### src/hdl/ohlc_pkg.sv
package ohlc_pkg;

	localparam int TIME_W  = 40;
	localparam int PRICE_W = 48;
	localparam int POOL_W  = 8;
	localparam int MIN_W   = 11;
	localparam int LEN_W   = 17;
	localparam int SEC_PER_MIN = 60;

	localparam logic ACT_POINT = 1'b0;
	localparam logic ACT_FLUSH = 1'b1;

	localparam logic REG_SHORT = 1'b0;
	localparam logic REG_LONG  = 1'b1;

	typedef enum logic [1:0] {
		MODE_LOOKUP,
		MODE_SWEEP,
		MODE_FLUSH
	} mode_t;

	typedef enum logic [2:0] {
		ST_IDLE,
		ST_DIV,
		ST_LOOK,
		ST_ALLOC,
		ST_SCAN,
		ST_END
	} state_t;

	typedef struct packed {
		logic  live;
		mode_t mode;
	} tok_t;

	typedef struct packed {
		logic               action;
		logic [POOL_W-1:0]  pool;
		logic [PRICE_W-1:0] price;
		logic [PRICE_W-1:0] amount;
		logic [TIME_W-1:0]  event_time;
		logic [TIME_W-1:0]  now_time;
	} point_word_t;

	typedef struct packed {
		logic [POOL_W-1:0]  bar_pool;
		logic               bar_long;
		logic [TIME_W-1:0]  bar_time;
		logic [PRICE_W-1:0] bar_open;
		logic [PRICE_W-1:0] bar_high;
		logic [PRICE_W-1:0] bar_low;
		logic [PRICE_W-1:0] bar_close;
		logic [PRICE_W-1:0] bar_volume;
		logic               overflow_seen;
		logic               last;
	} bar_word_t;

	typedef struct packed {
		logic [POOL_W-1:0]  pool;
		logic               is_long;
		logic [TIME_W-1:0]  start;
		logic [PRICE_W-1:0] open_p;
		logic [PRICE_W-1:0] high_p;
		logic [PRICE_W-1:0] low_p;
		logic [PRICE_W-1:0] close_p;
		logic [PRICE_W-1:0] volume;
	} entry_t;

	typedef struct packed {
		logic [POOL_W-1:0]  pool;
		logic [PRICE_W-1:0] price;
		logic [PRICE_W-1:0] amount;
		logic [TIME_W-1:0]  now;
		logic [TIME_W-1:0]  start_s;
		logic [TIME_W-1:0]  start_l;
	} key_t;

	// Interval length in seconds; a zero register counts as one minute.
	function automatic logic [LEN_W-1:0] len_of(input logic [MIN_W-1:0] m);
		logic [LEN_W-1:0] mm;
		mm = (m == '0) ? LEN_W'(1) : LEN_W'(m);
		return LEN_W'(mm * LEN_W'(SEC_PER_MIN));
	endfunction

endpackage

### src/hdl/ohlc_cell.sv
module ohlc_cell
	import ohlc_pkg::*;
(
	input  logic             clk,
	input  logic             arst_n,
	input  logic             adv,
	input  tok_t             tok_in,
	output tok_t             tok,
	input  key_t             key,
	input  logic [LEN_W-1:0] len_s,
	input  logic [LEN_W-1:0] len_l,
	input  logic             alloc_s,
	input  logic             alloc_l,
	output logic             match_s,
	output logic             match_l,
	output logic             free,
	output logic             hit,
	output entry_t           entry
);

	tok_t              tok_q;
	logic              valid_q;
	entry_t            ent_q;
	logic              look;
	logic              same;
	logic [TIME_W:0]   end_t;
	logic              expired;
	logic [PRICE_W:0]  vsum;
	logic [PRICE_W-1:0] vsat;

	always_comb begin
		look    = tok_q.live && (tok_q.mode == MODE_LOOKUP);
		same    = valid_q && (ent_q.pool == key.pool);
		match_s = look && same && !ent_q.is_long && (ent_q.start == key.start_s);
		match_l = look && same && ent_q.is_long && (ent_q.start == key.start_l);
		free    = look && !valid_q;
		end_t   = {1'b0, ent_q.start} +
			{(TIME_W + 1 - LEN_W)'(0), (ent_q.is_long ? len_l : len_s)};
		expired = {1'b0, key.now} >= end_t;
		hit     = 1'b0;
		case (tok_q.mode)
			MODE_SWEEP: hit = tok_q.live && valid_q && expired;
			MODE_FLUSH: hit = tok_q.live && valid_q;
			default:    hit = 1'b0;
		endcase
		vsum = {1'b0, ent_q.volume} + {1'b0, key.amount};
		vsat = vsum[PRICE_W] ? '1 : vsum[PRICE_W-1:0];
	end

	always_ff @(posedge clk or negedge arst_n) begin
		if (!arst_n) begin
			tok_q   <= '{live: 1'b0, mode: MODE_LOOKUP};
			valid_q <= 1'b0;
		end else begin
			if (adv) begin
				tok_q <= tok_in;
			end
			if (alloc_s || alloc_l) begin
				valid_q <= 1'b1;
			end else if (adv && hit) begin
				valid_q <= 1'b0;
			end
		end
	end

	always_ff @(posedge clk) begin
		if (alloc_s || alloc_l) begin
			ent_q.pool    <= key.pool;
			ent_q.is_long <= alloc_l;
			ent_q.start   <= alloc_l ? key.start_l : key.start_s;
			ent_q.open_p  <= key.price;
			ent_q.high_p  <= key.price;
			ent_q.low_p   <= key.price;
			ent_q.close_p <= key.price;
			ent_q.volume  <= key.amount;
		end else if (match_s || match_l) begin
			if (key.price > ent_q.high_p) begin
				ent_q.high_p <= key.price;
			end
			if (key.price < ent_q.low_p) begin
				ent_q.low_p <= key.price;
			end
			ent_q.close_p <= key.price;
			ent_q.volume  <= vsat;
		end
	end

	assign tok   = tok_q;
	assign entry = ent_q;

endmodule

### config.mk
export PLATFORM = sky130hd
export DESIGN_NAME = ohlc_cell
export DESIGN_NICKNAME = d
export VERILOG_FILES = /design/src/hdl/ohlc_pkg.sv /design/src/hdl/ohlc_cell.sv
export SDC_FILE = /design/constraint.sdc
export NUM_CORES = 1
export LEC_CHECK = 0
export BUFFER_PORTS_ARGS = -buffer_cell sky130_fd_sc_hd__buf_2
export CAP_MARGIN = 10
export CORE_AREA = 2 2 219 221
export DETAILED_ROUTE_END_ITERATION = 8
export DIE_AREA = 0 0 221 223
export HOLD_SLACK_MARGIN = 0.1
export MAX_ROUTING_LAYER = met4
export PLACE_DENSITY = 0.7
export SYNTH_ARGS = -nofsm -noshare
export SYNTH_HDL_FRONTEND = slang
export SYNTH_SLANG_ARGS = --single-unit
### constraint.sdc
create_clock -name clk -period 7.5 [get_ports clk]
set_input_delay 1.125 -clock clk [delete_from_list [all_inputs] [get_ports clk]]
set_output_delay 1.125 -clock clk [all_outputs]
set_load 0.05 [all_outputs]
==> metrics.log <==
[metrics] outcome: complete, no violations
[metrics] portion of the post-synthesis area used by sequential elements: 48.0%
[metrics] share of cells above drive strength 1: 32.1%
[metrics] floorplan row count: 80
[metrics] library cell used as clock root buffer: clkbuf_16
[metrics] detailed-route vias per instance: 5.36
[metrics] via count of the first global-routing pass: ~15000
[metrics] Power Dens Cells: 249 mW/mm2
[metrics] number of instances in the placed design: 2756
[metrics] minimum clock period: 6.95 ns
[metrics] end point of the critical path: hit
[metrics] Gate Count Post-Synth: approximately 1600
[metrics] wirelength, routed: 63.4 mm
[metrics] Max clock buf depth: 3
[metrics] clock-pin slew of the registers on the worst-case setup and hold paths: 0.06 ns
[metrics] routing usage on met3: roughly 7.4%
[metrics] number of synthesized flops with an enable pin: 289
[metrics] leakage: 10.5 nW
[metrics] Worst R2R Start: entry[280]$_DFFE_PP_
[metrics] end of the worst register-to-register path: valid_q$_DFFE_PN0P_
[metrics] setup repair after global routing missed its margin: false
[metrics] area overhead of the layout relative to synthesis: 26.1%
[metrics] maximum fanout along the worst path: 12
[metrics] data arrival time of the critical path: roughly 5.8 ns
[metrics] top-level port count: around 560
[metrics] highest clock rate: 144 MHz
[metrics] final clock skew: about 0.023 ns
[metrics] leading cell type in the layout, fill and taps excluded: buf_2
[metrics] pin count of the biggest net entering global routing: 61
[metrics] slack of the critical path: between 0.5 and 0.6 ns
[metrics] die boundary width: 221 um
[metrics] core region area: 0.0471 mm2
[metrics] Min-Delay Path Class: in -> async
[metrics] dpl cell area: 0.0218 mm2
[metrics] type of element capturing the critical path: output pin
[metrics] total design power: 5.74 mW
[metrics] net count after synthesis: ~2100
[metrics] non-filler instance count after layout: 2841
[metrics] number of antenna violations at the first check in global routing: 16
[metrics] top flip-flop cell by instance count after synthesis: edfxtp_1
[metrics] length of the first detailed-routing pass in iterations: 5
[metrics] vias after detailed routing: 15222
[metrics] combined global-route utilization of all metal layers: 25.5%
[metrics] most used cells in the layout excluding fill and tap cells: 561 x buf_2, 289 x edfxtp_1, 203 x ha_1
[metrics] number of DRC violations after detailed routing: 0
[metrics] synthesized flop and latch total: between 200 and 300
[metrics] FF-to-FF path depth: 19
[metrics] GRT Residual Overflow: 0
[metrics] worst hold slack: 0.382 ns
[metrics] max_slew headroom: between 20% and 30%
[metrics] CTS tree: built
[metrics] grt peak-use layer: met2
[metrics] type of origin of the critical path: primary input
[metrics] Syn Std Cell Area: roughly 0.018 mm2
[metrics] Worst setup startpoint: len_l[1]
[metrics] number of hold violations in the final report: 0
[metrics] floorplan die area: a little under 0.05 mm2
[metrics] critical path start-end classification: in -> out
[metrics] transition time at the pin with the least slew margin: 1.16 ns
[metrics] effective utilization at floorplan: 38.8%
[metrics] Routability Congestion: 0.965
[metrics] core occupancy in the finished layout: 48.9%
[metrics] met1 track demand over resource in global routing: 29.0%
[metrics] count of antenna-violating nets left after detailed routing: 0
[metrics] TritonCTS buffer count: 36
[metrics] Yosys Warn Count: 0
[metrics] Final Setup Violations: 0
[metrics] DR iter-0 viols: 1167
[metrics] final HPWL from detailed placement: 50.5 mm
[metrics] final layout net count: 2654
[metrics] drt wl/cell: 22.3 um
[metrics] # hold bufs at CTS: 0
[metrics] final instance area: 0.0231 mm2
[metrics] Slew Viols, Final: 0
[metrics] source-to-sink clock delay at the later pin of the worst-skew pair: 0.54 ns
[metrics] setup tns final: 0 ns
[metrics] worst vdd ir: 0.000217 V
[metrics] register-to-register setup slack: approximately 2.4 ns
[metrics] pre-CTS WS: approximately 0.46 ns
[metrics] met2 routing resource usage after global routing: 41.7%
[metrics] distinct cell type count after synthesis: 76
[metrics] maximum level of the CTS H-tree: 2
[metrics] max-cap check violation count: 0
[metrics] Synth async-reset ratio: approximately 1.4%
[metrics] Critical Path RT: 6.38 ns
[metrics] # clock sinks: 293
[metrics] die height: 223 um
[metrics] final critical-path share of the clock period: 92.7%
[metrics] global-route wire length before repair: 92.5 mm
[metrics] I/O Buffers: 561
[metrics] Avg Synthesized Cell Area: approximately 11 um2
-- flip-flops by register name, indices dropped and copies added, names as in the netlist --
signal   count
tok          3
entry      289
valid_q      1
-- critical path, stage by stage --
cell       delay [ns]
buf_2            0.10
mux2i_1          0.29
inv_1            0.09
ha_1             0.28
a21o_1           0.10
a21oi_1          0.09
o21ai_0          0.35
nand3_1          0.21
a31oi_1          0.37
a31oi_1          0.14
o21bai_1         0.15
buf_4            0.22
nand3_1          0.11
xor2_1           0.17
ha_1             0.19
a21o_1           0.15
a21oi_1          0.14
nor2b_1          0.06
a2111oi_0        0.39
buf_4            0.19
o2111ai_1        0.11
o21ai_0          0.21
a2bb2oi_1        0.19
and2_1           0.20
buf_2            0.21
-- power by group --
group | internal [mW] | switching [mW] | total, mW
Combinational | 0.606 | 1.31 | 1.91
Sequential | 1.99 | 0.118 | 2.10
Clock | 1.01 | 0.713 | 1.73
-- worst min-delay path by stage --
stage,cells after the start,from,to,slack (ns)
final,1,arst_n,valid_q$_DFFE_PN0P_,0.38
after global routing,1,arst_n,valid_q$_DFFE_PN0P_,0.35
after CTS,1,arst_n,valid_q$_DFFE_PN0P_,0.34
after detailed placement,2,valid_q$_DFFE_PN0P_,valid_q$_DFFE_PN0P_,0.58
after global placement,2,valid_q$_DFFE_PN0P_,valid_q$_DFFE_PN0P_,0.58
after floorplan,2,valid_q$_DFFE_PN0P_,valid_q$_DFFE_PN0P_,0.55
-- synth_stat cells (9+ instances only) --
cell type    n  area [um2]
xor2_1     115        1010
a21o_1      79         593
nand2_1     59         221
clkbuf_1    24        90.1
ha_1       203        2540
a21oi_1    126         631
o21ai_0     49         245
o21a_1      11        82.6
nor2_1      89         334
nor2b_1     18         113
xnor2_1     40         350
nand2b_1    20         125
inv_1      123         462
a211oi_1     9        67.6
o21bai_1     9        67.6
and3_1      16         100
nand4_1     48         300
nand3_1     38         190
edfxtp_1   289        8680
nor4_1      20         125
mux2_2      57         642
nor3_1      29         145
-- metal layers --
layer | vias up | wire [um] | share of wire, %
li1 | 7170 | - | -
met1 | 7264 | 24800 | 39
met2 | 674 | 30500 | 48
met3 | 114 | 5160 | 8.1
met4 | 0 | 2940 | 4.6
met5 | - | 0 | 0
-- area by class of cell --
type | count | area [um2]
Antenna cell | 17 | 42.5
Clock buffer | 44 | 951
Clock inverter | 20 | 201
Fill cell | 4287 | 24100
Inverter | 123 | 464
Multi-Input combinational cell | 1152 | 8940
Sequential cell | 293 | 8780
Tap cell | 615 | 769
Timing Repair Buffer | 577 | 2930
-- repair_timing --
item | in CTS | in global routing
setup endpoints to repair | 0 | 1
buffers inserted | 0 | 4
resized for setup | 0 | 1
-- cells by family after synthesis --
| kind of cell | synth area share, % |
|---|---|
| buffers and inverters | 3.42 |
| XOR/XNOR | 7.42 |
| AND/OR/NAND/NOR | 10.2 |
| flip-flops | 48.0 |
| AO/OA/AOI/OAI | 13.1 |
| adder cells (fa/ha/maj) | 14.1 |
| multiplexers | 3.78 |
Power figures use the tool's default switching activity.
