[src/hdl/ohlc_pkg.sv]
package ohlc_pkg;

	localparam int TIME_W  = 40;
	localparam int PRICE_W = 48;
	localparam int POOL_W  = 8;
	localparam int MIN_W   = 11;
	localparam int LEN_W   = 17;
	localparam int SEC_PER_MIN = 60;

	localparam logic ACT_POINT = 1'b0;
	localparam logic ACT_FLUSH = 1'b1;

	localparam logic REG_SHORT = 1'b0;
	localparam logic REG_LONG  = 1'b1;

	typedef enum logic [1:0] {
		MODE_LOOKUP,
		MODE_SWEEP,
		MODE_FLUSH
	} mode_t;

	typedef enum logic [2:0] {
		ST_IDLE,
		ST_DIV,
		ST_LOOK,
		ST_ALLOC,
		ST_SCAN,
		ST_END
	} state_t;

	typedef struct packed {
		logic  live;
		mode_t mode;
	} tok_t;

	typedef struct packed {
		logic               action;
		logic [POOL_W-1:0]  pool;
		logic [PRICE_W-1:0] price;
		logic [PRICE_W-1:0] amount;
		logic [TIME_W-1:0]  event_time;
		logic [TIME_W-1:0]  now_time;
	} point_word_t;

	typedef struct packed {
		logic [POOL_W-1:0]  bar_pool;
		logic               bar_long;
		logic [TIME_W-1:0]  bar_time;
		logic [PRICE_W-1:0] bar_open;
		logic [PRICE_W-1:0] bar_high;
		logic [PRICE_W-1:0] bar_low;
		logic [PRICE_W-1:0] bar_close;
		logic [PRICE_W-1:0] bar_volume;
		logic               overflow_seen;
		logic               last;
	} bar_word_t;

	typedef struct packed {
		logic [POOL_W-1:0]  pool;
		logic               is_long;
		logic [TIME_W-1:0]  start;
		logic [PRICE_W-1:0] open_p;
		logic [PRICE_W-1:0] high_p;
		logic [PRICE_W-1:0] low_p;
		logic [PRICE_W-1:0] close_p;
		logic [PRICE_W-1:0] volume;
	} entry_t;

	typedef struct packed {
		logic [POOL_W-1:0]  pool;
		logic [PRICE_W-1:0] price;
		logic [PRICE_W-1:0] amount;
		logic [TIME_W-1:0]  now;
		logic [TIME_W-1:0]  start_s;
		logic [TIME_W-1:0]  start_l;
	} key_t;

	// Interval length in seconds; a zero register counts as one minute.
	function automatic logic [LEN_W-1:0] len_of(input logic [MIN_W-1:0] m);
		logic [LEN_W-1:0] mm;
		mm = (m == '0) ? LEN_W'(1) : LEN_W'(m);
		return LEN_W'(mm * LEN_W'(SEC_PER_MIN));
	endfunction

endpackage

[src/hdl/ohlc_div.sv]
module ohlc_div
	import ohlc_pkg::*;
(
	input  logic              clk,
	input  logic              arst_n,
	input  logic              go,
	input  logic [TIME_W-1:0] dividend,
	input  logic [LEN_W-1:0]  divisor,
	output logic              done,
	output logic [LEN_W-1:0]  rem
);

	localparam int CNT_W = $clog2(TIME_W + 1);

	logic [TIME_W-1:0] num_q;
	logic [LEN_W:0]    rem_q;
	logic [LEN_W-1:0]  div_q;
	logic [CNT_W-1:0]  cnt_q;
	logic              busy_q;
	logic [LEN_W:0]    trial;

	// Restoring division, one quotient bit per cycle, keeping only the remainder.
	always_comb begin
		trial = {rem_q[LEN_W-1:0], num_q[TIME_W-1]};
		if (trial >= {1'b0, div_q}) begin
			trial = trial - {1'b0, div_q};
		end
	end

	always_ff @(posedge clk or negedge arst_n) begin
		if (!arst_n) begin
			busy_q <= 1'b0;
			cnt_q  <= '0;
		end else if (go) begin
			busy_q <= 1'b1;
			cnt_q  <= '0;
		end else if (busy_q) begin
			cnt_q <= cnt_q + CNT_W'(1);
			if (cnt_q == CNT_W'(TIME_W - 1)) begin
				busy_q <= 1'b0;
			end
		end
	end

	always_ff @(posedge clk) begin
		if (go) begin
			num_q <= dividend;
			div_q <= divisor;
			rem_q <= '0;
		end else if (busy_q) begin
			num_q <= {num_q[TIME_W-2:0], 1'b0};
			rem_q <= trial;
		end
	end

	assign done = !busy_q && !go;
	assign rem  = rem_q[LEN_W-1:0];

endmodule

[config.mk]
export PLATFORM = sky130hd
export DESIGN_NAME = ohlc_div
export DESIGN_NICKNAME = d
export VERILOG_FILES = /design/src/hdl/ohlc_pkg.sv /design/src/hdl/ohlc_div.sv
export SDC_FILE = /design/constraint.sdc
export NUM_CORES = 1
export LEC_CHECK = 0
export BUFFER_PORTS_ARGS = -buffer_cell sky130_fd_sc_hd__buf_2
export CORE_UTILIZATION = 55
export CTS_BUF_LIST = sky130_fd_sc_hd__clkbuf_8 sky130_fd_sc_hd__clkbuf_16
export CTS_CLUSTER_DIAMETER = 200
export DETAILED_ROUTE_END_ITERATION = 16
export HOLD_SLACK_MARGIN = 0.02
export PLACE_DENSITY = 0.78
export SETUP_SLACK_MARGIN = 0.1
export SLEW_MARGIN = 20
export SYNTH_ARGS = -nofsm -noshare
export SYNTH_HDL_FRONTEND = slang
export SYNTH_SLANG_ARGS = --single-unit
[constraint.sdc]
create_clock -name clk -period 6.1 [get_ports clk]
set_input_delay 1.22 -clock clk [delete_from_list [all_inputs] [get_ports clk]]
set_output_delay 1.22 -clock clk [all_outputs]
set_load 0.03 [all_outputs]
==> out/results.ini, run 1 <==
[status]
status = finished clean

[power_and_ir_drop]
max-vdd-ir-drop_mv = 0.215
p_seq_share_pct = 38.0
switching_share_pct = 36.3
power_density_mw_per_mm2 = 399
combPwrFrac_pct = 38.2
internal-power_mw = 1.24
p_switching_uw = 708
p_leak_nw = 2.12
clkPwrFrac_pct = 23.8

[worst_setup_path]
critPathLaunchType = register
cp.required_ns = 6.37
path_max_fanout = 28
cp_data_arrival_time_ns = 3.40
r2r-start = num_q[39]
reg2reg_depth = 10
critPathBufInv = 2
path_cells = inv_1 -> ha_1 -> inv_1 -> fa_1 -> a21o_1 -> a221oi_4 -> o211ai_2 -> a21oi_4 -> nor4_1 -> nor4_1
crit_path_end_kind = register
reg2reg_to = rem_q[8]
slowest_delay_ns = 0.67
crit_slowest_cell = a21oi_4
cpLargestDelayFamily = compound AO/OA/AOI/OAI gates
crit_type = reg -> reg
timing.reg2reg.setup_slack_ns = 2.97

[synth]
netlist_area_mm2 = 0.00420
syn-num-nets = 431
synthCells = 352
ys_warn_count = 0
synthDistinctLibCells = 54
ys.flop_type = edfxtp_1
ys_seq_area_share_pct = 53.0
avgSynthCellArea_um2 = 11.9
synthArstFlopShare_pct = 8.64
synth_edf_count = 57
ys_ff_latch = 81

[timing]
max_freq_ghz = 0.319
setup_viol_count_final = 0
finalHoldViolations = 0
min_period_over_period_pct = 51.4
fin_setup_tns_ns = 0
maxSlewViolCount = 0
max_slew_margin_pct = 41.0
final.min_clock_period_ns = 3.13
clock_skew_ns = 0.00736
worst_slew_pin_slew_ns = 0.885
grt_setup_unrepaired = no

[floorplan]
dieHeight_um = 89.4
coreArea_mm2 = 0.00733
core.rowCount = 31
die_width_um = 89.4
start_util_pct = 57.3
die_area_mm2 = 0.00799
io_pins = 78

[clock_network]
cts_buffers = 9
htreeDepth = 3
postCtsHoldBufs = 0
path_clk_slew_ns = 0.08
cts-root-buf = clkbuf_8
clk_path_buf_depth = 2
clock_sinks = 81
cts_resized = 0
clk_latency_ns = 0.36
post_cts_buffers = 0
cts_tree = yes

[grt]
grt_overflow = 0
grt_pass1_vias = 3003
grt_antenna_before_repair = 0
grt_max_degree = 74
grt_pass1_wl_um = 13300
grt_use_total_pct = 22.7

[hold_path]
hold_path_end = rem_q[2]
min_path_cells = 2
worstHoldStart = rem_q[2]
min_path_type = reg -> reg

[layout]
drive_gt1_share_pct = 32.2
final_area_mm2 = 0.00490
final_nets = 506
diodes = 0
syn_to_final_growth_pct = 16.6
n_fill_cell = 576

[detailed_routing]
vias = 2995
vias_per_cell = 5.64
drc = 0
wl_um = 8340
antenna_left = 0
drtIter0Drc = 176
dr.pass1.iters = 4
wl_per_cell_um = 15.7

[placed_design]
dpl_cell_area_mm2 = 0.00466
place.gp.congestion = 0.841
hpwlAfterDp_um = 5670
numPortBuffers = 77

[job]
timing.max_cap.violations = 0

cell usage after synthesis, drive strengths merged, types with 5 or more instances:
cell	instances	area, um2
mux2	39	439
nand4	7	43.8
o21ai	17	85.1
nor2	23	86.3
xor2	6	52.6
edfxtp	57	1710
mux2i	7	70.1
ha	18	225
xnor2	9	78.8
nand2b	7	43.8
clkbuf	13	48.8
nand2	18	70.1
dfxtp	17	340
dfrtp	7	175
a211oi	7	52.6
inv	23	86.3
a21oi	18	101
a32oi	7	61.3
a21o	5	37.5
how the worst max path moves through the flow:
stage,start,end,slack [ns],cells after the start
after floorplan,go,done,2.83,3
after global placement,go,done,3.04,4
after detailed placement,num_q[39],rem_q[8],3.01,10
after CTS,num_q[39],rem_q[8],2.96,10
after global routing,num_q[39],rem_q[5],2.68,10
final,num_q[39],rem_q[8],2.97,10
cells by family (layout without fill, tap and decap cells):
family | after synthesis | count (layout) | share of synthesized area, %
mux | 46 | 46 | 12.1
xor+xnor | 15 | 15 | 3.13
fa+ha+maj | 19 | 19 | 5.84
simple gates | 76 | 76 | 9.21
compound gates | 76 | 76 | 13.0
buf+inv | 39 | 119 | 3.69
flops | 81 | 81 | 53.0
layout by cell type (no fill, tap or decap), types with 3 or more instances in the layout:
| cell | Yosys | routed |
|---|---|---|
| clkbuf_8 | 0 | 9 |
| a21oi_1 | 17 | 17 |
| a32oi_1 | 7 | 7 |
| buf_4 | 0 | 3 |
| nand2b_1 | 7 | 7 |
| a21o_1 | 5 | 5 |
| buf_2 | 1 | 77 |
| inv_1 | 23 | 24 |
| bufinv_16 | 0 | 3 |
| dfrtp_1 | 7 | 7 |
| xor2_1 | 6 | 6 |
| a211oi_1 | 7 | 7 |
| o31ai_1 | 4 | 4 |
| xnor2_1 | 9 | 9 |
| ha_1 | 18 | 18 |
| nand3_1 | 3 | 3 |
| mux2_2 | 39 | 39 |
| nor4_1 | 3 | 3 |
| o21ai_0 | 16 | 16 |
| dfxtp_1 | 17 | 17 |
| edfxtp_1 | 57 | 57 |
| nor2_1 | 23 | 23 |
| nand2_1 | 17 | 17 |
| nand4_1 | 7 | 7 |
| nor3_1 | 3 | 3 |
| mux2i_1 | 7 | 7 |
layout make-up:
type	instances	area (um2)	area share [%]
Timing Repair Buffer	80	408	8.33
Sequential cell	81	2230	45.5
Clock inverter	7	110	2.25
Inverter	23	86.3	1.76
Multi-Input combinational cell	232	1820	37.1
Tap cell	99	124	2.53
Clock buffer	9	124	2.53
power groups by stage:
| stage | sequential [mW] | combinational, mW | clock [mW] |
|---|---|---|---|
| 2_1_floorplan | 0.823 | 0.499 | 0 |
| 3_3_place_gp | 0.750 | 0.718 | 0 |
| 3_5_place_dp | 0.753 | 0.736 | 0 |
| 4_1_cts | 0.742 | 0.745 | 0.470 |
| 5_1_grt | 0.753 | 0.824 | 0.488 |
| 6_report | 0.741 | 0.746 | 0.465 |
state kept, by name, summed over array words and instances (netlist names):
register,cells
div_q,17
num_q,40
cnt_q,6
busy_q,1
rem_q,17
tightest hold or removal path, delay by kind of cell (launching register included):
kind | cells | cell delay (ns)
compound gates | 1 | 0.05
simple gates | 1 | 0.06
flops | 1 | 0.34
metrics by stage:
step | utilization [%] | worst slack [ns] | hold slack (ns) | instances | power, mW
floorplan | - | 2.83 | 0.513 | 352 | 1.32
global placement | 63.6 | 3.04 | 0.471 | 515 | 1.47
detailed placement | 63.6 | 3.01 | 0.487 | 515 | 1.49
CTS | 66.8 | 2.96 | 0.499 | 531 | 1.96
global route | 66.8 | 2.68 | 0.510 | 531 | 2.07
finish | 66.8 | 2.97 | 0.500 | 531 | 1.95
routing by layer:
metal	routed length, um	vias up	part of all wire, %	global-route usage (%)
met3	574	11	6.9	6.74
met5	0	-	0	0
li1	-	1464	-	-
met2	3980	100	48	37.2
met1	3670	1420	44	27.7
met4	114	0	1.4	10.4
Note: power is estimated with default switching activity, not from simulation.
==> inputs of run 2 (changes only) <==
--- a/config.mk
+++ b/config.mk
@@ -6,12 +6,12 @@
 export NUM_CORES = 1
 export LEC_CHECK = 0
 export BUFFER_PORTS_ARGS = -buffer_cell sky130_fd_sc_hd__buf_2
-export CORE_UTILIZATION = 55
+export CORE_UTILIZATION = 50
 export CTS_BUF_LIST = sky130_fd_sc_hd__clkbuf_8 sky130_fd_sc_hd__clkbuf_16
 export CTS_CLUSTER_DIAMETER = 200
 export DETAILED_ROUTE_END_ITERATION = 16
 export HOLD_SLACK_MARGIN = 0.02
-export PLACE_DENSITY = 0.78
+export PLACE_DENSITY = 0.75
 export SETUP_SLACK_MARGIN = 0.1
 export SLEW_MARGIN = 20
 export SYNTH_ARGS = -nofsm -noshare
==> constraint.sdc (replaced) <==
create_clock -name clk -period 2.7 [get_ports clk]
set_input_delay 0.54 -clock clk [delete_from_list [all_inputs] [get_ports clk]]
set_output_delay 0.54 -clock clk [all_outputs]
set_load 0.03 [all_outputs]
==> out/results.ini, run 2 (synthesis results as in run 1) <==
[layout]
final_nets = 519  ; was 506
regMostFlops = num_q  ; unchanged
drive_gt1_share_pct = 36.6  ; was 32.2%
syn_to_final_growth_pct = 20.8  ; was 16.6%
utilization_pct = 62.0  ; was 66.8%
largest_registers = num_q: 40 flops, div_q: 17 flops, rem_q: 17 flops  ; unchanged
layout_common_cells = 77 x buf_2, 57 x edfxtp_1, 39 x mux2_2, 23 x nor2_1, 22 x inv_1  ; was 77 x buf_2, 57 x edfxtp_1, 39 x mux2_2, 24 x inv_1, 23 x nor2_1
largest_reg_flops = 40  ; unchanged
layout_commonest_cell = buf_2  ; unchanged
diodes = 0  ; unchanged

[status]
status = finished clean  ; unchanged

[floorplan]
die_width_um = 93.7  ; was 89.4 um
start_util_pct = 51.4  ; was 57.3%
core.rowCount = 33  ; was 31
io_pins = 78  ; unchanged
dieHeight_um = 93.7  ; was 89.4 um
die_area_mm2 = 0.00877  ; was 0.00799 mm2
coreArea_mm2 = 0.00818  ; was 0.00733 mm2

[timing]
max_slew_margin_pct = 37.5  ; was 41.0%
finalHoldViolations = 0  ; unchanged
maxSlewViolCount = 0  ; unchanged
min_period_over_period_pct = 95.5  ; was 51.4%
final.min_clock_period_ns = 2.58  ; was 3.13 ns
setup_viol_count_final = 0  ; unchanged
whs_ns = 0.351  ; was 0.500 ns
max_freq_ghz = 0.388  ; was 0.319 GHz
setup_slack_ns = 0.123  ; was 2.97 ns
grt_setup_unrepaired = yes  ; was no
fin_setup_tns_ns = 0  ; unchanged
clock_skew_ns = 0.0107  ; was 0.00736 ns
worst_slew_pin_slew_ns = 0.934  ; was 0.885 ns

[clock_network]
cts-root-buf = clkbuf_8  ; unchanged
cts_buffers = 9  ; unchanged
clk_latency_ns = 0.36  ; about the same
cts_tree = yes  ; unchanged
path_clk_slew_ns = 0.09  ; was 0.08 ns
htreeDepth = 3  ; unchanged
clock_sinks = 81  ; unchanged
clk_path_buf_depth = 2  ; unchanged

[power_and_ir_drop]
clkPwrFrac_pct = 19.7  ; was 23.8%
max-vdd-ir-drop_mv = 0.370  ; was 0.215 mV
switching_share_pct = 37.4  ; was 36.3%
internal-power_mw = 2.92  ; was 1.24 mW
fin_total_pwr_mw = 4.65  ; was 1.95 mW
power_density_mw_per_mm2 = 918  ; was 399 mW/mm2
p_leak_nw = 2.18  ; was 2.12 nW
p_seq_share_pct = 36.1  ; was 38.0%
p_switching_mw = 1.74  ; was 708 uW
combPwrFrac_pct = 44.3  ; was 38.2%

[hold_path]
worstHoldStart = divisor[14]  ; was rem_q[2]
min_path_cells = 1  ; was 2
min_path_type = in -> reg  ; was reg -> reg

[detailed_routing]
antenna_left = 0  ; unchanged
drc = 0  ; unchanged
wl_per_cell_um = 15.8  ; was 15.7 um
vias = 3087  ; was 2,995
vias_per_cell = 5.61  ; was 5.64
dr.pass1.iters = 4  ; unchanged
wl_um = 8680  ; was 8340 um
drtIter0Drc = 154  ; was 176

[grt]
grt_use_total_pct = 20.5  ; was 22.7%
grt_overflow = 0  ; unchanged
grt_pass1_wl_um = 13900  ; was 13,300 um
grt_max_degree = 74  ; unchanged
grt_pass1_vias = 2965  ; was 3,003
grt_antenna_before_repair = 0  ; unchanged

[placed_design]
numPortBuffers = 77  ; unchanged
hpwlAfterDp_um = 5990  ; was 5670 um
place_ws_ns = 0.103  ; was 3.01 ns
place.gp.congestion = 0.870  ; was 0.841

[worst_setup_path]
critPathLaunchType = register  ; unchanged
path_max_fanout = 8  ; was 28
r2r-start = num_q[39]  ; unchanged
crit_type = reg -> reg  ; unchanged
timing.reg2reg.setup_slack_ns = 0.12  ; was 2.97 ns
cp-startpoint = num_q[39]  ; unchanged
crit_path_end_kind = register  ; unchanged
cp.required_ns = 2.94  ; was 6.37 ns
cp_data_arrival_time_ns = 2.82  ; was 3.40 ns
reg2reg_depth = 12  ; was 10

[job]
timing.max_cap.violations = 0  ; unchanged

## run 2: critical path, cell delays in order, from the launching register on
cell,delay (ns)
edfxtp_1,0.41
inv_1,0.08
ha_2,0.17
inv_2,0.04
fa_2,0.35
a21o_1,0.20
a221oi_4,0.29
o211ai_2,0.15
a21oi_4,0.22
buf_12,0.16
buf_6,0.13
mux2i_1,0.19
o21ai_1,0.08
## run 2: final cells by class
class,instances,area (um2)
Multi-Input combinational cell,232,1850
Inverter,23,86.3
Clock inverter,7,77.6
Tap cell,105,131
Sequential cell,81,2230
Clock buffer,9,124
Fill cell,680,3100
Timing Repair Buffer,93,573
## run 2: routing by layer
layer	routed length (um)	global-route usage, %
met5	0	0
met4	120	7.69
met3	507	5.26
met2	4220	33.3
met1	3830	26.4
## run 2: worst paths after layout
kind | endpoint
worst max-delay path | rem_q[2]
worst min-delay path | div_q[14]
worst max register to register | rem_q[2]
worst min register to register | rem_q[2]
max in group asynchronous | cnt_q[0]
min in group asynchronous | cnt_q[3]
## run 2: power by group through the flow
stage | Clock, mW | Combinational [mW] | Sequential [mW]
after global routing | 0.972 | 2.22 | 1.70
after floorplan | 0 | 1.13 | 1.86
final | 0.915 | 2.06 | 1.68
after global placement | 0 | 1.74 | 1.70
after CTS | 0.931 | 1.80 | 1.68
after detailed placement | 0 | 1.77 | 1.70
## run 2: repair_timing
| action | in CTS | in global routing |
|---|---|---|
| hold buffers | 1 | 0 |
| hold endpoints to repair | 7 | 0 |
| setup endpoints to repair | 3 | 16 |
| resized for setup | 0 | 18 |
| cloned | 0 | 0 |
| setup buffers | 1 | 7 |
| pin swaps | 1 | 10 |
## run 2: per-stage QoR
stage / instances / cell area, um2
finish: 550 / 5070
global route: 550 / 5070
CTS: 543 / 4960
detailed placement: 525 / 4740
global placement: 525 / 4740
floorplan: 352 / 4200
